File: config.mk
export PLATFORM = sky130hd
export DESIGN_NAME = ivwa_isqrt
export DESIGN_NICKNAME = d
export VERILOG_FILES = /design/src/hdl/ivwa_pkg.sv /design/src/hdl/ivwa_isqrt.sv
export SDC_FILE = /design/constraint.sdc
export NUM_CORES = 1
export LEC_CHECK = 0
export BUFFER_PORTS_ARGS = -buffer_cell sky130_fd_sc_hd__clkbuf_2
export CORE_MARGIN = 3
export CORE_UTILIZATION = 25
export DETAILED_ROUTE_END_ITERATION = 8
export PLACE_DENSITY = 0.51
export SYNTH_ARGS = -nofsm -noshare
export SYNTH_HDL_FRONTEND = slang
export SYNTH_SLANG_ARGS = --single-unit
File: constraint.sdc
create_clock -name clk -period 22 [get_ports clk]
set_input_delay 3.3 -clock clk [delete_from_list [all_inputs] [get_ports clk]]
set_output_delay 3.3 -clock clk [all_outputs]
set_load 0.005 [all_outputs]
File: src/hdl/ivwa_pkg.sv
// Shared types and constants for the inverse-variance weighted average block.
package ivwa_pkg;

  typedef struct packed {
    logic [1:0]         component;
    logic signed [31:0] value_re;
    logic signed [31:0] value_im;
    logic [31:0]        value_err;
    logic               last_site;
  } ivwa_in_t;

  typedef struct packed {
    logic [1:0]         out_component;
    logic signed [31:0] avg_re;
    logic signed [31:0] avg_im;
    logic [31:0]        avg_err;
  } ivwa_out_t;

  typedef struct packed {
    logic busy;
    logic done;
  } ivwa_unit_stat_t;

  typedef enum logic [4:0] {
    S_IDLE,
    S_SQ_RE,
    S_SQ_IM,
    S_MAG,
    S_MAG_WAIT,
    S_FLOOR_MUL,
    S_FLOOR,
    S_ERR_MUL,
    S_W_DIV,
    S_W_WAIT,
    S_WR_HI,
    S_WR_LO,
    S_WR_P,
    S_WI_LO,
    S_WI_P,
    S_WI_ACC,
    S_CHK,
    S_T_DIV,
    S_T_WAIT,
    S_T_SQRT,
    S_T_SQRT_WAIT,
    S_MRE_DIV,
    S_MRE_WAIT,
    S_MIM_DIV,
    S_MIM_WAIT,
    S_OUT
  } ivwa_state_t;

  // register indexes (byte address / 4)
  localparam logic REG_ERROR_FLOOR  = 1'b0;
  localparam logic REG_ABSOLUTE_MIN = 1'b1;

  localparam logic [15:0] ERROR_FLOOR_RST  = 16'd1311;
  localparam logic [19:0] ABSOLUTE_MIN_RST = 20'd105;

endpackage

File: src/hdl/ivwa_isqrt.sv
// Iterative integer square root of a 64-bit value, one result bit per cycle.
module ivwa_isqrt (
  input  logic                      clk,
  input  logic                      rst_n,
  input  logic                      start,
  input  logic [63:0]               x,
  output ivwa_pkg::ivwa_unit_stat_t stat,
  output logic [31:0]               root
);

  logic [63:0] x_r, r_r, b_r;
  logic        done_r;
  logic [63:0] rb;
  logic        ge;

  always_comb begin
    rb = r_r + b_r;
    ge = (x_r >= rb);
  end

  always_ff @(posedge clk) begin
    if (!rst_n) begin
      b_r    <= '0;
      done_r <= 1'b0;
    end else begin
      done_r <= 1'b0;
      if (start) begin
        b_r <= 64'd1 << 62;
      end else if (b_r != '0) begin
        b_r <= b_r >> 2;
        if (b_r == 64'd1) done_r <= 1'b1;
      end
    end
  end

  always_ff @(posedge clk) begin
    if (start) begin
      x_r <= x;
      r_r <= '0;
    end else if (b_r != '0) begin
      x_r <= ge ? (x_r - rb) : x_r;
      r_r <= ge ? ((r_r >> 1) + b_r) : (r_r >> 1);
    end
  end

  always_comb begin
    stat.busy = (b_r != '0);
    stat.done = done_r;
    root      = r_r[31:0];
  end

endmodule

Word-level counts from Yosys, hierarchy flattened
Cells that the tools add are included.
Widths: inputs -> output; s select.

word-level totals
  bits in registers = 161
  input bits = 67
  output and inout port bits = 34
  word-level logic and storage cells = 25

cells by class
  add/sub/neg operators = 3
  $lt $le $gt $ge = 1
  equal/unequal tests = 1
  muxes and demuxes = 7
  bitwise logic cells = 2
  reduce and logical (&&, ||, !) cells = 6

operator list
  cell                 number
  $mux 64              4
  $mux 63              2
  $add 63x63->64       1
  $add 64x63->64       1
  $ge 64x64->1         1
  $reduce_bool 64->1   1
  $sub 64x64->64       1
  $eq 32x1->1 const B  1
  $reduce_bool 2->1    2
  $reduce_or 3->1      1
  $not 1->1            2
  $reduce_and 2->1     1
  $reduce_or 2->1      1
  $mux 1               1

Depth between registers and ports, before layout
  depth after elaboration = 5
  gate-level depth with buffers = 25

Worst setup path before layout
No wires, ideal clock.

  kind = register to register
  start point = register r_r[4]
  end point = register x_r[0] (enable)
  data arrival time = 8.658 ns
  slack = 12.767 ns
  cell stages (with the launch flop) = 22
  buffers on the path = 3
  clock period less this slack = 9.233 ns
  cell sequence = dfxtp_1 > ha_1 > a211oi_1 > a211oi_2 > a221oi_2 > o221a_2 > o21ai_2 > a31oi_1 > o21ai_1 > a21oi_1 > xor2_1 > ha_1 > nand4_1 > nor4_2 > nand3_1 > o21ai_1 > a221oi_1 > and2_1 > buf_6 > buf_6 > buf_2 > o21ai_0

between the ends
  word-level cells in the longest chain between the ends = 4

ends and longest elaborated chain
  element                      line              text
  start: declaration           ivwa_isqrt.sv:11  logic [63:0] x_r, r_r, b_r;
  start signal: assignment     ivwa_isqrt.sv:42  r_r <= ge ? ((r_r >> 1) + b_r) : (r_r >> 1);
  $add 64x63->64               ivwa_isqrt.sv:17  rb = r_r + b_r;
  $ge 64x64->1                 ivwa_isqrt.sv:18  ge = (x_r >= rb);
  $reduce_bool 2->1 (no line)  --
  $reduce_and 2->1 (no line)   --
  end signal: assignment       ivwa_isqrt.sv:41  x_r <= ge ? (x_r - rb) : x_r;
  end: declaration             ivwa_isqrt.sv:11

Every way passes these cells.
A chain may end at the register's enable or synchronous reset.

Worst setup path after layout
  start point = register b_r[0]
  end point = register x_r[4] (enable)

between the ends
  word-level cells in the longest chain between the ends = 4
  elaborated cells on any way between the ends = 6
  classes of those cells = 1 x add/sub; 1 x order compare; 4 x reduce/logical

ends and longest elaborated chain
  element                       line              text
  start: declaration            ivwa_isqrt.sv:11
  start signal: assignment      ivwa_isqrt.sv:28  b_r <= 64'd1 << 62;
  start signal: assignment      ivwa_isqrt.sv:30  b_r <= b_r >> 2;
  $add 64x63->64                ivwa_isqrt.sv:17
  $ge 64x64->1                  ivwa_isqrt.sv:18
  $reduce_bool 2->1 (no line)   --
  $reduce_and 2->1 (no line) *  --

Mark *: on every way between the ends. The rest lies on a longest branch, timed or not.

==> run metrics <==
cell family with most CP delay=compound AO/OA/AOI/OAI gates; Clock Path Buffers=2; gr ovfl total=0; WP data arrival=7250 ps; DR WL met2=23.99 mm; CTS H-tree lvls=4; fin. max-slew vios=0; Syn Inst Count=1964; Pwr Total=1.401 mW; Met1 Routed Length=24.69 mm; Fin Clk Skew=13.38 ps; pin count of the biggest net entering global routing=86; Post-synth EDFFs=64; Least-Margin Pin Slew=898.2 ps; share of layout cells above drive strength 1=9.980%; Detailed Route Iter0 Violations=1407; num rows=90; Max Cap Violations=0; period utilization=32.31%; first-pass GRT wire length=82.06 mm; Critical Path Fanout Max=62; post-CTS sizing=0; Placeable Area=60580 sq um; Peak VDD IR=0.05440 mV; syn_nets=2162; number of buffers created by CTS=17; port bufs=100; most frequent CP cell=ha_1; top sig layer=met4; Top FF cell, synth=dfxtp_1; Total Routing Usage GR=16.30%; unrepaired setup endpoints after global routing=no; die width=253.7 microns; kind of critical path=register to register; r2r setup slk=14890 ps; Critical path buffers and inverters=3; Slew HR=39.61%; Remaining DRCs=0; Worst EP required=22140 ps; Die Y=253.7 microns; setup TNS=0 ps; Yosys warnings=0; clock sinks=161; Slowest-stage cell, CP=buf_4; initial antenna violation count=0; Initial Util=25.33%; wire length per cell=19.24 microns; fraction of registers with async set/reset=0%; register area share after synthesis=25.18%; Power Density=83.37 nW/um^2; ANT cells=0; first-pass iteration count of the detailed router=6; Mean Syn Cell Area=7.813 sq um; crit path launch type=register; final hold vios=0; metal3 WL=2.266 mm; critical path endpoint category=register; routability cong.=0.8988; post-detail-place hpwl=40.65 mm; DR vias/cell=5.424; Final nets=2149; CP cell instances=ha_1 -> ha_1 -> a21oi_1 -> o21ai_1 -> a22oi_1 -> a21oi_1 -> a41o_1 -> a311oi_1 -> nor2_1 -> a31oi_1 -> xor2_1 -> ha_1 -> nand4_1 -> inv_1 -> a221oi_1 -> o21ai_1 -> a221oi_1 -> and2_2 -> buf_4 -> o21ai_4 -> buf_4; cts hold-fix bufs=0; routed via count=14890; number of I/O pins=101; Die ar.=64390 sq um; CTS tree=built; number of global-route vias before repair=14480; Mapped Area=15340 sq um; Area growth, synth to finish=9.516%; final setup fails=0; #FFs+latches synth=161; worst min path class=register to register; P_leak=6.370 nW; Skew-Pair Late Insertion Delay=470 ps; routed wire length=52.83 mm; antenna-violating nets left=0; Post-CTS Setup Bufs=0; clk slew on worst S/H paths=70 ps; clk root buf=clkbuf_16; max incr delay on CP=570 ps; status=completed; Max Clk Rate=0.1407 GHz; count of cell types in the netlist=82; min cycle time layout=7109 ps
[synthesized netlist by cell type (all sizes together), types with 11 or more instances]
library cell / number / area share (%)
o21bai: 21 / 1.0
nand3: 44 / 1.4
mux2i: 11 / 0.72
nor2b: 14 / 0.57
a31o: 16 / 0.91
xor2: 80 / 4.6
ha: 130 / 11
a21o: 39 / 1.9
o31ai: 25 / 1.3
nor4: 20 / 1.0
inv: 48 / 1.2
edfxtp: 64 / 13
nand2b: 12 / 0.49
nor2: 143 / 3.5
and4: 11 / 0.63
o21a: 22 / 1.1
xnor2: 60 / 3.4
a311oi: 24 / 1.4
nand2: 237 / 5.8
nand4: 57 / 2.4
a211oi: 32 / 1.6
o211ai: 18 / 0.91
buf: 63 / 2.7
and2: 19 / 0.77
o21ai: 170 / 5.6
a221oi: 13 / 0.86
and3: 46 / 1.9
nor3: 39 / 1.3
clkbuf: 78 / 1.9
a21oi: 131 / 4.3
a31oi: 67 / 2.8
or3: 21 / 0.86
dfxtp: 97 / 13
[final timing paths]
kind	cells after the start	from	endpoint
worst max-delay path	21	b_r[0]$_SDFFE_PP0P_	x_r[4]$_DFFE_PP_
worst min-delay path	2	b_r[0]$_SDFFE_PP0P_	done_r$_SDFF_PP0_
worst max register to register	21	b_r[0]$_SDFFE_PP0P_	x_r[4]$_DFFE_PP_
worst min register to register	2	b_r[0]$_SDFFE_PP0P_	done_r$_SDFF_PP0_
[worst register-to-register path, delay by kind of cell (launching register included)]
family,cells,cell delay [ps]
AO/OA/AOI/OAI,11,3690
buffers and inverters,3,1050
adder cells (fa/ha/maj),3,780
AND/OR/NAND/NOR,3,620
flip-flops,1,350
XOR/XNOR,1,220
[metrics by stage]
step / std cells / cell area, sq um / hold WS [ps] / util (%) / setup slack, ps
2_1_floorplan: 1964 / 15340 / 447.8 / - / 12770
3_3_place_gp: 2714 / 16200 / 486.2 / 26.74 / 14920
3_5_place_dp: 2714 / 16200 / 511.3 / 26.74 / 14760
4_1_cts: 2746 / 16800 / 521.7 / 27.74 / 14740
5_1_grt: 2746 / 16800 / 546.2 / 27.74 / 14370
6_report: 2746 / 16800 / 510.6 / 27.74 / 14890
[metal layers]
metal	GRT usage, %	vias up
met5	0	-
li1	-	7293
met1	21.87	7109
met3	2.272	86
met2	26.10	405
met4	7.176	0
[layout make-up]
type                    instances  area, sq um
clock inverters                 8        88.84
flip-flops and latches        161         3864
repair buffers                109        574.3
well taps                     782        978.4
clock buffers                  24        515.5
multi-input cells            1614        10600
fillers                      6512        43780
inverters                      48        181.4
[flip-flops by register name, indices dropped and copies added, names as in the netlist]
signal and cells:
x_r 64, r_r 64, b_r 32, done_r 1
[cells in the final DEF, fill, tap and decap left out, drive strengths merged, types with 13 or more instances in the layout]
cell	instances
a211oi	32
a21o	39
a21oi	131
a221oi	13
a311oi	24
a31o	16
a31oi	67
and2	19
and3	46
clkbuf	123
dfxtp	97
edfxtp	64
ha	130
inv	50
nand2	237
nand3	44
nand4	57
nor2	143
nor2b	14
nor3	39
nor4	20
o211ai	18
o21a	22
o21ai	170
o21bai	21
o31ai	25
or3	21
xnor2	60
xor2	80
[report_power, final]
part	total [mW]	internal, mW	leakage [nW]	switching, mW
sequential	0.412	0.371	1.43	0.0413
clock	0.319	0.178	0.287	0.142
combinational	0.670	0.244	4.65	0.426
[logic make-up after synthesis]
| logic type | share of synthesized area (%) |
|---|---|
| adders and majority gates | 10.73 |
| DFF | 25.18 |
| buffers and inverters | 5.871 |
| muxes | 0.9377 |
| and+or+nand+nor | 21.98 |
| AOI/OAI and AO/OA | 27.31 |
| xor gates and xnor gates | 7.991 |
(Power assumes the default switching activity.)
