$ cat config.mk
export PLATFORM = sky130hd
export DESIGN_NAME = ivwa_div
export DESIGN_NICKNAME = d
export VERILOG_FILES = /design/src/hdl/ivwa_pkg.sv /design/src/hdl/ivwa_div.sv
export SDC_FILE = /design/constraint.sdc
export NUM_CORES = 1
export LEC_CHECK = 0
export BUFFER_PORTS_ARGS = -buffer_cell sky130_fd_sc_hd__buf_4
export CORE_MARGIN = 2
export CORE_UTILIZATION = 48
export DETAILED_ROUTE_END_ITERATION = 10
export GPL_ROUTABILITY_DRIVEN = 0
export PLACE_DENSITY = 0.74
export SETUP_SLACK_MARGIN = 0.5
export SKIP_CTS_REPAIR_TIMING = 1
export SYNTH_ARGS = -nofsm -noshare
export SYNTH_HDL_FRONTEND = slang
export SYNTH_SLANG_ARGS = --single-unit
$ cat constraint.sdc
create_clock -name clk -period 3.7 [get_ports clk]
set_input_delay 0.555 -clock clk [delete_from_list [all_inputs] [get_ports clk]]
set_output_delay 0.555 -clock clk [all_outputs]
set_load 0.005 [all_outputs]
$ cat src/hdl/ivwa_pkg.sv
// Shared types and constants for the inverse-variance weighted average block.
package ivwa_pkg;

  typedef struct packed {
    logic [1:0]         component;
    logic signed [31:0] value_re;
    logic signed [31:0] value_im;
    logic [31:0]        value_err;
    logic               last_site;
  } ivwa_in_t;

  typedef struct packed {
    logic [1:0]         out_component;
    logic signed [31:0] avg_re;
    logic signed [31:0] avg_im;
    logic [31:0]        avg_err;
  } ivwa_out_t;

  typedef struct packed {
    logic busy;
    logic done;
  } ivwa_unit_stat_t;

  typedef enum logic [4:0] {
    S_IDLE,
    S_SQ_RE,
    S_SQ_IM,
    S_MAG,
    S_MAG_WAIT,
    S_FLOOR_MUL,
    S_FLOOR,
    S_ERR_MUL,
    S_W_DIV,
    S_W_WAIT,
    S_WR_HI,
    S_WR_LO,
    S_WR_P,
    S_WI_LO,
    S_WI_P,
    S_WI_ACC,
    S_CHK,
    S_T_DIV,
    S_T_WAIT,
    S_T_SQRT,
    S_T_SQRT_WAIT,
    S_MRE_DIV,
    S_MRE_WAIT,
    S_MIM_DIV,
    S_MIM_WAIT,
    S_OUT
  } ivwa_state_t;

  // register indexes (byte address / 4)
  localparam logic REG_ERROR_FLOOR  = 1'b0;
  localparam logic REG_ABSOLUTE_MIN = 1'b1;

  localparam logic [15:0] ERROR_FLOOR_RST  = 16'd1311;
  localparam logic [19:0] ABSOLUTE_MIN_RST = 20'd105;

endpackage

$ cat src/hdl/ivwa_div.sv
// Iterative restoring divider, one quotient bit per cycle, saturating.
module ivwa_div #(
  parameter int CNT_W = 8
) (
  input  logic                      clk,
  input  logic                      rst_n,
  input  logic                      start,
  input  logic [63:0]               num,
  input  logic [CNT_W-1:0]          nbits,
  input  logic [63:0]               den,
  input  logic [63:0]               lim,
  output ivwa_pkg::ivwa_unit_stat_t stat,
  output logic [63:0]               quot
);

  logic [63:0]      num_r, rem_r, den_r, lim_r, q_r;
  logic             sat_r;
  logic [CNT_W-1:0] cnt_r;
  logic             done_r;

  logic [63:0] r_sh, rem_nxt, q_nxt, q2;
  logic        ge, sat_nxt;

  always_comb begin
    r_sh    = {rem_r[62:0], num_r[63]};
    ge      = rem_r[63] || (r_sh >= den_r);
    rem_nxt = ge ? (r_sh - den_r) : r_sh;
    q2      = {q_r[62:0], ge};
    q_nxt   = q_r;
    sat_nxt = sat_r;
    if (!sat_r) begin
      if (q_r > (lim_r >> 1)) begin
        sat_nxt = 1'b1;
      end else begin
        q_nxt = q2;
        if (q2 > lim_r) sat_nxt = 1'b1;
      end
    end
  end

  always_ff @(posedge clk) begin
    if (!rst_n) begin
      cnt_r  <= '0;
      done_r <= 1'b0;
    end else begin
      done_r <= 1'b0;
      if (start) begin
        cnt_r <= nbits;
      end else if (cnt_r != '0) begin
        cnt_r <= cnt_r - CNT_W'(1);
        if (cnt_r == CNT_W'(1)) done_r <= 1'b1;
      end
    end
  end

  always_ff @(posedge clk) begin
    if (start) begin
      num_r <= num;
      rem_r <= '0;
      q_r   <= '0;
      sat_r <= 1'b0;
      den_r <= den;
      lim_r <= lim;
    end else if (cnt_r != '0) begin
      num_r <= {num_r[62:0], 1'b0};
      rem_r <= rem_nxt;
      q_r   <= q_nxt;
      sat_r <= sat_nxt;
    end
  end

  always_comb begin
    stat.busy = (cnt_r != '0);
    stat.done = done_r;
    quot      = sat_r ? lim_r : q_r;
  end

endmodule

* Word level (Yosys, flattened, before mapping) *
Index checks and enable logic that the tools add are counted.

cells by class
  reduce and logical (&&, ||, !) cells = 5
  order comparisons = 3
  muxes and demuxes = 10
  equality and inequality tests = 1
  $add $sub $neg = 2
  bitwise operators = 4

operators with widths
  cell                 number
  $mux 64              4
  $ge 64x64->1         1
  $gt 64x63->1         1
  $gt 64x64->1         1
  $sub 64x64->64       1
  $mux 8               2
  $eq 8x1->1 const B   1
  $reduce_bool 8->1    1
  $sub 8x1->8 const B  1
  $mux 1               4
  $not 1->1            4
  $reduce_and 3->1     1
  $reduce_or 3->1      1
  $reduce_bool 2->1    1
  $logic_or 1x1->1     1

word-level totals
  output and inout port bits = 66
  bits in registers = 330
  logic and storage cells = 33
  input port bits = 203

* Longest topological paths before layout *
Gate-level depths: netlist of run 1.

  depth in word-level cells = 6
  gate-level depth with buffers = 22
  mapped depth without buffers = 20

* Worst setup path before layout of run 1 *
Ideal clock, no wire load.

  kind = reg2reg
  from = register den_r[57]
  to = register sat_r
  stages on the path, launching flop included = 23
  arrival time = 3620 ps
  data required time = 3578 ps
  path slack = -42 ps
  setup time = 122 ps
  path through = edfxtp_1 -> inv_1 -> ha_1 -> buf_2 -> a21oi_1 -> o21ai_0 -> a311oi_1 -> nand2_1 -> or3_1 -> o21a_1 -> buf_2 -> inv_2 -> buf_2 -> ha_1 -> nor2b_1 -> o21a_1 -> o21ai_0 -> nand2_1 -> a211oi_1 -> o21ai_0 -> a211oi_1 -> a311oi_1 -> a221o_1

on the way
  cells in the longest elaborated chain, start to end = 6

ends and longest elaborated chain
  item                    RTL line        text
  start, declared         ivwa_div.sv:16  logic [63:0] num_r, rem_r, den_r, lim_r, q_r;
  start signal, assigned  ivwa_div.sv:62  den_r <= den;
  $ge 64x64->1            ivwa_div.sv:26  ge = rem_r[63] || (r_sh >= den_r);
  $logic_or 1x1->1        ivwa_div.sv:26
  $gt 64x64->1            ivwa_div.sv:36  if (q2 > lim_r) sat_nxt = 1'b1;
  $mux 1                  ivwa_div.sv:36
  $mux 1                  ivwa_div.sv:32  if (q_r > (lim_r >> 1)) begin
  $mux 1                  ivwa_div.sv:31  if (!sat_r) begin
  end signal, assigned    ivwa_div.sv:68  sat_r <= sat_nxt;
  end, declared           ivwa_div.sv:17  logic sat_r;

Every way passes these cells.
A chain may end at the register's enable or synchronous reset.

* Worst setup path after layout of run 1 *
  from = register den_r[58]
  to = register sat_r

Same word-level chain as after synthesis.

==> flow_summary.json, run 1 <==
{
  "critPathKind": "reg2reg",
  "rr_endpoint": "sat_r$_SDFFE_PP0P_",
  "root_buffer": "clkbuf_16",
  "syn-num-nets": 2246,
  "cpPeakStageDelay_ns": 0.37,
  "synthAdderAreaFrac": 0.0890,
  "die_area_um2": 40400,
  "io_buffers": 268,
  "cp_top_family": "compound AO/OA/AOI/OAI gates",
  "grt_pass1_vias": 14800,
  "fin_ws_ns": 0.213,
  "fin_worst_skew_ns": 0.00871,
  "dpl_cell_area_um2": 21300,
  "finalNetCount": 2530,
  "total_power_uw": 10200,
  "cts_buffer_depth": 3,
  "outcome": "finished, final reports clean",
  "yosysSeqAreaShare": 0.458,
  "ys_types": 75,
  "path_clk_slew_ns": 0.06,
  "antenna_found_initial": 5,
  "avgSynthCellArea_um2": 9.75,
  "drt_pass1_iterations": 6,
  "drv_cap": 0,
  "synth_mux_area_frac": 0.0809,
  "cp_num_cells": 19,
  "ys.flop_type": "edfxtp_1",
  "synth_area_leader_cell": "edfxtp_1",
  "power.density_nw_per_um2": 439,
  "postSynth.asyncResetShare": 0,
  "synth_edf_count": 192,
  "clock_latency_ns": 0.55,
  "place_ws_ns": 0.117,
  "synthesis.instances": 1911,
  "stdcell_area_um2": 23300,
  "crit_path_end_kind": "register",
  "synth_warnings": 0,
  "num_vias": 15500,
  "clkPwrFrac": 0.382,
  "syn_to_final_growth_pct": 24.8,
  "track_usage": 0.228,
  "r2r_cells": 19,
  "worstPathMaxFanout": 4,
  "crit_arrival_ns": 3.92,
  "grt_setup_unrepaired": "yes",
  "finalCritPeriodShare": 0.942,
  "syn_area_um2": 18600,
  "reg2reg_slack_ns": 0.21,
  "overflow": 0,
  "min_delay_worst_endpoint": "lim_r[41]$_DFFE_PP_",
  "hold_depth": 1,
  "cp_slowest_cell": "edfxtp_1",
  "synth_compound_area_frac": 0.171,
  "final_cell_mix": "buf_4 (320), nand2_1 (274), edfxtp_1 (192)",
  "grt_pass1_wl_um": 75400,
  "viasPerCell": 5.63,
  "min_path_type": "in2reg",
  "synth_xor_area_frac": 0.0254,
  "swShare": 0.273,
  "r2r-start": "den_r[58]$_DFFE_PP_",
  "coreArea_um2": 38500,
  "slew_violations": 0,
  "worstSetupStartpointType": "register",
  "synth_top_area_share": 0.309,
  "synth_top_family_by_area": "compound AO/OA/AOI/OAI gates",
  "p_switching_uw": 2790,
  "hpwl_um": 34000,
  "hold_path_startpoint": "lim[41]",
  "relSlewSlack": 0.240,
  "num-fill-cells": 3223,
  "required_ns": 4.13,
  "post-route-drc-count": 0,
  "combPwrFrac": 0.189,
  "max_freq_mhz": 287,
  "cts_buffers": 39,
  "cts_num_sinks": 330,
  "synth-seq-cells": 330,
  "drtIter0Drc": 1248,
  "setup_violations": 0,
  "internal_power_uw": 7420,
  "fin_crit_ns": 3.49,
  "ios": 269,
  "crit_buf_inv": 2,
  "ir_drop_mv": 0.327,
  "wl_per_cell_um": 17.6,
  "die_y_um": 201,
  "p_leak_uw": 0.0100,
  "synth_simple_gate_area_frac": 0.126,
  "initial_core_util": 0.484,
  "synthTopCellsByArea": "edfxtp_1 (31%), dfxtp_1 (15%), ha_1 (8.8%)",
  "die_w_um": 201,
  "mostFrequentLayoutCell": "buf_4",
  "grt_max_degree": 169,
  "share_seq_of_total_power": 0.429,
  "worstMarginPinSlew_ns": 1.14,
  "drtAntennaViolNets": 0,
  "fin_tns_setup_ns": 0,
  "drive_gt1_frac": 0.275,
  "final_hold_viol_count": 0,
  "routed_wl_um": 48300,
  "num_rows": 72,
  "cts_tree": "built",
  "path_cells": "inv_1, ha_2, nand2_2, o21ai_2, a311oi_1, nand2_1, or3_1, o21a_2, clkinv_4, ha_4, nor2b_1, o21a_1, o21ai_1, nand2_1, a211oi_2, o21ai_1, a211oi_1, a311oi_1, a221o_1",
  "final_util": 0.605,
  "htreeDepth": 2
}
-- worst max path at each step --
stage | start | end | slack, ns
2_1_floorplan | den_r[43]$_DFFE_PP_ | sat_r$_SDFFE_PP0P_ | 0.26
3_3_place_gp | num_r[63]$_DFFE_PP_ | sat_r$_SDFFE_PP0P_ | 0.26
3_5_place_dp | num_r[63]$_DFFE_PP_ | sat_r$_SDFFE_PP0P_ | 0.12
4_1_cts | num_r[63]$_DFFE_PP_ | sat_r$_SDFFE_PP0P_ | 0.08
5_1_grt | den_r[58]$_DFFE_PP_ | sat_r$_SDFFE_PP0P_ | 0.05
6_report | den_r[58]$_DFFE_PP_ | sat_r$_SDFFE_PP0P_ | 0.21
-- area by class of cell --
| type | instances | area [µm²] | area share |
|---|---|---|---|
| Clock buffer | 58 | 1140 | 0.0490 |
| Timing Repair Buffer | 326 | 2500 | 0.108 |
| Tap cell | 518 | 648 | 0.0279 |
| Inverter | 153 | 579 | 0.0249 |
| Multi-Input combinational cell | 1345 | 9680 | 0.416 |
| Clock inverter | 14 | 165 | 0.00710 |
| Sequential cell | 330 | 8530 | 0.367 |
| Antenna cell | 5 | 12.5 | 0.000538 |
-- sequential cells by signal (all words and copies together), names as in the netlist --
name    cells
cnt_r       8
den_r      64
done_r      1
lim_r      64
num_r      64
q_r        64
rem_r      64
sat_r       1
-- kinds of logic (layout without fill, tap and decap cells) --
logic type                 count (synthesis)  in the layout
AOI/OAI and AO/OA                        499            500
xor gates and xnor gates                  54             54
adders and majority gates                132            132
buffers and inverters                    237            551
DFF                                      330            330
muxes                                    134            134
other                                      0              5
and+or+nand+nor                          525            525
-- synth_stat cells, types with 3 or more instances --
master,n
a211oi_1,22
a21boi_0,4
a21o_1,47
a21oi_1,194
a221o_1,4
a221oi_1,9
a22oi_1,11
a311oi_1,26
a31oi_1,11
and2_1,5
and3_1,18
and4_1,5
buf_1,3
buf_2,19
buf_4,6
clkbuf_1,56
dfxtp_1,138
edfxtp_1,192
ha_1,131
inv_1,152
mux2_2,129
mux2i_1,4
nand2_1,278
nand2b_1,6
nand3_1,18
nand4_1,29
nor2_1,98
nor2b_1,12
nor3_1,19
nor3b_1,4
nor4_1,9
o2111a_1,3
o211a_1,3
o211ai_1,14
o21a_1,14
o21ai_0,82
o21bai_1,19
o22ai_1,6
o31ai_1,5
or2_2,3
or3_1,8
xnor2_1,34
xor2_1,20
-- routing by layer --
metal	global-route usage	wire, µm	up-vias	part of all wire
li1	-	-	7480	-
met1	0.302	20800	7333	0.43
met2	0.363	22100	560	0.46
met3	0.0495	3620	112	0.075
met4	0.0947	1720	0	0.036
met5	0	0	-	0
-- power groups by stage --
stage	Clock (µW)	Combinational, µW	Sequential, µW
6_report	3900	1940	4380
5_1_grt	4140	2140	4410
4_1_cts	4000	1780	4380
3_5_place_dp	0	1760	4450
3_3_place_gp	0	1730	4440
2_1_floorplan	0	1240	4400
-- per-stage QoR --
step / cells / hold WS [ns]
final: 2749 / 0.176
after global routing: 2749 / 0.153
after floorplan: 1911 / 0.449
after global placement: 2648 / 0.464
after detailed placement: 2648 / 0.480
after CTS: 2720 / 0.147
Note: power is estimated with default switching activity, not from simulation.
==> run 2: changes to the inputs <==
--- a/config.mk
+++ b/config.mk
@@ -6,12 +6,13 @@
 export NUM_CORES = 1
 export LEC_CHECK = 0
 export BUFFER_PORTS_ARGS = -buffer_cell sky130_fd_sc_hd__buf_4
+export CAP_MARGIN = 15
 export CORE_MARGIN = 2
 export CORE_UTILIZATION = 48
 export DETAILED_ROUTE_END_ITERATION = 10
 export GPL_ROUTABILITY_DRIVEN = 0
 export PLACE_DENSITY = 0.74
-export SETUP_SLACK_MARGIN = 0.5
+export SETUP_SLACK_MARGIN = 0.2
 export SKIP_CTS_REPAIR_TIMING = 1
 export SYNTH_ARGS = -nofsm -noshare
 export SYNTH_HDL_FRONTEND = slang
==> run 2 against run 1 <==
  * Via count decreased by 0.68%
  * Setup slack better by 0.024 ns
  * Fmax is 0.68% higher
  * Total power is 3.2% lower
  * Register-to-register slack gained 0.02 ns
  * Clock skew rose by 0.0053 ns
  * Wire length decreased by 0.51%
  * Flip-flop and latch count did not move
  * Die area unchanged
  * First-iteration DRC count increased by 9.0%
  * Critical endpoint unchanged
  * Largest cell class unchanged
  * Highest routed layer unchanged
==> flow_summary.json, run 2 (synthesis results as in run 1) <==
{
  "outcome": "finished, final reports clean",
  "cts_tree": "built",
  "slew_violations": 0,
  "cpPeakStageDelay_ns": 0.37,
  "die_area_um2": 40400,
  "crit_path_end_kind": "register",
  "cts_buffer_depth": 3,
  "clock_latency_ns": 0.56,
  "fin_worst_skew_ns": 0.0140,
  "post-route-drc-count": 0,
  "grt_pass1_vias": 15100,
  "worstMarginPinSlew_ns": 1.15,
  "die_y_um": 201,
  "root_buffer": "clkbuf_16",
  "viasPerCell": 5.64,
  "worstPathMaxFanout": 5,
  "grt_setup_unrepaired": "yes",
  "final_cells": 2725,
  "path_clk_slew_ns": 0.06,
  "grt_pass1_wl_um": 76900,
  "r2r_cells": 18,
  "final_cell_mix": "buf_4 (304), nand2_1 (277), edfxtp_1 (192)",
  "relSlewSlack": 0.231,
  "die_w_um": 201,
  "final_hold_viol_count": 0,
  "num_vias": 15400,
  "drt_pass1_iterations": 6,
  "cts_num_sinks": 330,
  "r2r-start": "den_r[31]$_DFFE_PP_",
  "cp_slowest_cell": "edfxtp_1",
  "fin_crit_ns": 3.46,
  "critPathKind": "reg2reg",
  "total_power_uw": 9890,
  "drv_cap": 0,
  "io_buffers": 268,
  "critPathLaunch": "den_r[31]$_DFFE_PP_",
  "drtAntennaViolNets": 0,
  "cp_top_family": "compound AO/OA/AOI/OAI gates",
  "initial_core_util": 0.484,
  "reg2reg_slack_ns": 0.24,
  "hpwl_um": 34200,
  "rr_endpoint": "sat_r$_SDFFE_PP0P_",
  "finalCritPeriodShare": 0.936,
  "finalNetCount": 2511,
  "crit_arrival_ns": 3.89,
  "max_freq_mhz": 289,
  "dpl_cell_area_um2": 21300,
  "cts_buffers": 38,
  "overflow": 0,
  "fin_tns_setup_ns": 0,
  "power.density_nw_per_um2": 436,
  "required_ns": 4.13,
  "drtIter0Drc": 1360,
  "ir_drop_mv": 0.411,
  "min_delay_worst_endpoint": "lim_r[44]$_DFFE_PP_",
  "worstSetupStartpointType": "register",
  "antenna_found_initial": 3,
  "htreeDepth": 2,
  "routed_wl_um": 48100,
  "stdcell_area_um2": 22700,
  "grt_max_degree": 156,
  "drive_gt1_frac": 0.248,
  "hold_path_startpoint": "lim[44]",
  "mostFrequentLayoutCell": "buf_4",
  "syn_to_final_growth_pct": 21.9,
  "coreArea_um2": 38500,
  "crit_buf_inv": 2,
  "holdWs_ns": 0.169,
  "ios": 269,
  "track_usage": 0.233,
  "hold_depth": 1,
  "path_cells": "inv_1, ha_1, a21oi_1, o21ai_0, nor3_1, a31oi_4, o21a_2, inv_6, ha_1, nor2b_1, o21a_1, o21ai_1, nand2_1, a211oi_2, o21ai_1, a211oi_2, a311oi_1, a221o_1",
  "placed_cells": 2648,
  "num_rows": 72,
  "setup_violations": 0,
  "min_path_type": "in2reg",
  "p_leak_uw": 0.00984,
  "wl_per_cell_um": 17.6
}
[run 2: changes by cell type in the layout (fill, tap and decap cells not counted), moves of 4 or more]
cell,change
ha_1,+10
buf_4,-16
ha_4,-9
o21ai_0,+4
a21oi_2,-9
o21ai_2,-4
a21oi_1,+11
[run 2: where the power goes]
part | internal [µW] | total, µW | switching, µW
registers | 4230 | 4380 | 146
clock network | 2160 | 3660 | 1500
logic | 783 | 1850 | 1070
[run 2: cell type report]
class | instances | area (µm²)
Clock inverter | 12 | 120
Inverter | 153 | 579
Antenna cell | 3 | 7.51
Tap cell | 518 | 648
Timing Repair Buffer | 309 | 2380
Sequential cell | 330 | 8530
Multi-Input combinational cell | 1344 | 9370
Clock buffer | 56 | 1080
Fill cell | 3255 | 15800
[run 2: routing by layer]
layer	part of all wire	vias to the layer above	global-route usage	routed length, µm
met5	0	-	0	0
met1	0.43	7299	0.308	20700
met2	0.46	535	0.371	22300
li1	-	7441	-	-
met4	0.035	0	0.103	1660
met3	0.069	105	0.0463	3340
[run 2: stage by stage]
step,utilization,setup WS [ns]
3_3_place_gp,0.553,0.205
5_1_grt,0.590,0.00705
6_report,0.590,0.237
2_1_floorplan,-,0.234
4_1_cts,0.585,0.131
3_5_place_dp,0.553,0.169
[run 2: worst max path at each step]
| stage | slack [ns] | to | depth (start not counted) |
|---|---|---|---|
| after floorplan | 0.23 | sat_r$_SDFFE_PP0P_ | 22 |
| after global placement | 0.21 | sat_r$_SDFFE_PP0P_ | 20 |
| after detailed placement | 0.17 | sat_r$_SDFFE_PP0P_ | 20 |
| after CTS | 0.13 | sat_r$_SDFFE_PP0P_ | 20 |
| after global routing | 0.007 | sat_r$_SDFFE_PP0P_ | 19 |
| final | 0.24 | sat_r$_SDFFE_PP0P_ | 18 |
==> run 3: changes to the inputs <==
--- a/config.mk
+++ b/config.mk
@@ -7,6 +7,7 @@
 export LEC_CHECK = 0
 export BUFFER_PORTS_ARGS = -buffer_cell sky130_fd_sc_hd__buf_4
 export CAP_MARGIN = 15
+export CORE_ASPECT_RATIO = 1.1
 export CORE_MARGIN = 2
 export CORE_UTILIZATION = 48
 export DETAILED_ROUTE_END_ITERATION = 10
==> run 3 against run 2 <==
  * Fmax is 2.2% lower
  * Clock power is 1% lower
  * Die area hardly changed
==> flow_summary.json, run 3 (synthesis results as in run 1) <==
{
  "outcome": "finished, final reports clean",
  "finalCritPeriodShare": 0.957,
  "num_vias": 15700,
  "multi_input_area_um2": 9760,
  "fin_worst_skew_ns": 0.00901,
  "critPathKind": "reg2reg",
  "grt_pass1_vias": 15300,
  "num-fill-cells": 3131,
  "die_y_um": 211,
  "clock_latency_ns": 0.56,
  "reg2reg_slack_ns": 0.16,
  "path_cells": "inv_2, ha_4, buf_6, nand2_2, o21a_1, o31a_1, nand2_1, or3_4, o21a_4, clkinv_4, ha_4, nor2b_2, o21a_1, o21ai_1, nand2_1, a211oi_2, o21ai_1, a211oi_2, a311oi_1, a221o_1",
  "routed_wl_um": 49600,
  "htreeDepth": 2,
  "ios": 269,
  "drt_pass1_iterations": 8,
  "ir_drop_mv": 0.385,
  "internal_power_uw": 7180,
  "rr_endpoint": "sat_r$_SDFFE_PP0P_",
  "hold_path_startpoint": "den[31]",
  "finalNetCount": 2533,
  "initial_core_util": 0.488,
  "grt_pass1_wl_um": 77100,
  "wl_per_cell_um": 18.2,
  "slew_violations": 0,
  "combPwrFrac": 0.200,
  "regArea_um2": 8530,
  "min_delay_worst_endpoint": "den_r[31]$_DFFE_PP_",
  "dpl_cell_area_um2": 21300,
  "min_path_type": "in2reg",
  "num_rows": 75,
  "fin_crit_ns": 3.54,
  "antenna_found_initial": 2,
  "cts_buffers": 38,
  "cts_tree": "built",
  "final_hold_viol_count": 0,
  "viasPerCell": 5.75,
  "hpwl_um": 34700,
  "cts_buffer_depth": 3,
  "root_buffer": "clkbuf_16",
  "swShare": 0.283,
  "die_w_um": 192,
  "crit_arrival_ns": 3.98,
  "relSlewSlack": 0.406,
  "share_seq_of_total_power": 0.438,
  "coreArea_um2": 38200,
  "final_cell_mix": "buf_4 (319), nand2_1 (273), edfxtp_1 (192)",
  "die_area_um2": 40400,
  "fin_tns_setup_ns": 0,
  "syn_to_final_growth_pct": 24.8,
  "drtIter0Drc": 1090,
  "p_switching_uw": 2840,
  "cp_slowest_cell": "edfxtp_1",
  "hold_depth": 1,
  "p_leak_uw": 0.00998,
  "cts_num_sinks": 330,
  "r2r-start": "den_r[43]$_DFFE_PP_",
  "post-route-drc-count": 0,
  "total_power_uw": 10000,
  "path_clk_slew_ns": 0.06,
  "worstMarginPinSlew_ns": 0.892,
  "overflow": 0,
  "r2r_cells": 20,
  "cpPeakStageDelay_ns": 0.40,
  "io_buffers": 268,
  "drtAntennaViolNets": 0,
  "clkPwrFrac": 0.361,
  "required_ns": 4.14,
  "drive_gt1_frac": 0.280,
  "crit_path_end_kind": "register",
  "track_usage": 0.237,
  "stdcell_area_um2": 23300,
  "max_freq_mhz": 283,
  "mostFrequentLayoutCell": "buf_4",
  "worstPathMaxFanout": 7,
  "setup_violations": 0,
  "grt_setup_unrepaired": "yes",
  "drv_cap": 0,
  "power.density_nw_per_um2": 431,
  "grt_max_degree": 114,
  "worstSetupStartpointType": "register"
}
==> run 3: cell types whose count changed in the layout (fill, tap and decap cells not counted), sizes merged <==
cell / previous run / this run
a21oi: 194 / 195
buf: 309 / 330
bufinv: 2 / 1
clkbuf: 56 / 55
clkinv: 5 / 11
clkinvlp: 4 / 1
diode: 3 / 2
==> run 3: worst max path at each step <==
stage,from,end,slack [ns]
floorplan,den_r[57]$_DFFE_PP_,sat_r$_SDFFE_PP0P_,0.23
global placement,num_r[63]$_DFFE_PP_,sat_r$_SDFFE_PP0P_,0.26
detailed placement,num_r[63]$_DFFE_PP_,sat_r$_SDFFE_PP0P_,0.06
CTS,num_r[63]$_DFFE_PP_,sat_r$_SDFFE_PP0P_,0.05
global route,den_r[43]$_DFFE_PP_,sat_r$_SDFFE_PP0P_,0.05
finish,den_r[43]$_DFFE_PP_,sat_r$_SDFFE_PP0P_,0.16
==> run 3: layout make-up <==
class,count,share of cell area
timing repair buffer,330,0.111
inverter,153,0.0249
multi-input combinational,1345,0.420
antenna,2,0.000215
tap,500,0.0269
sequential,330,0.367
clock buffer,55,0.0453
clock inverter,14,0.00559
==> run 3: power by group through the flow <==
stage          clock network, µW  logic (µW)  registers [µW]
3_3_place_gp                   0        1760            4440
4_1_cts                     3710        1810            4380
6_report                    3620        2010            4390
5_1_grt                     3840        2200            4420
3_5_place_dp                   0        1800            4450
2_1_floorplan                  0        1230            4400
==> run 3: critical path, delay by kind of cell (launching register included) <==
kind	cells	cell delay, ns
buffers and inverters	3	0.27
AND/OR/NAND/NOR	5	0.62
AO/OA/AOI/OAI	10	1.81
adder cells (fa/ha/maj)	2	0.31
flip-flops	1	0.40
==> run 3: per-stage QoR <==
stage               hold slack (ns)  instances  utilization  setup WS, ns
global route                  0.151       2728        0.609        0.0499
finish                        0.173       2729        0.609         0.161
detailed placement            0.471       2636        0.559        0.0638
floorplan                     0.449       1911            -         0.234
CTS                           0.139       2705        0.590        0.0485
global placement              0.462       2636        0.559         0.257
==> run 3: layer usage <==
| layer | vias up | track usage | wire [µm] |
|---|---|---|---|
| li1 | 7495 | - | - |
| met3 | 126 | 0.0429 | 3400 |
| met4 | 0 | 0.0984 | 1880 |
| met5 | - | 0 | 0 |
| met1 | 7448 | 0.298 | 20500 |
| met2 | 621 | 0.402 | 23800 |
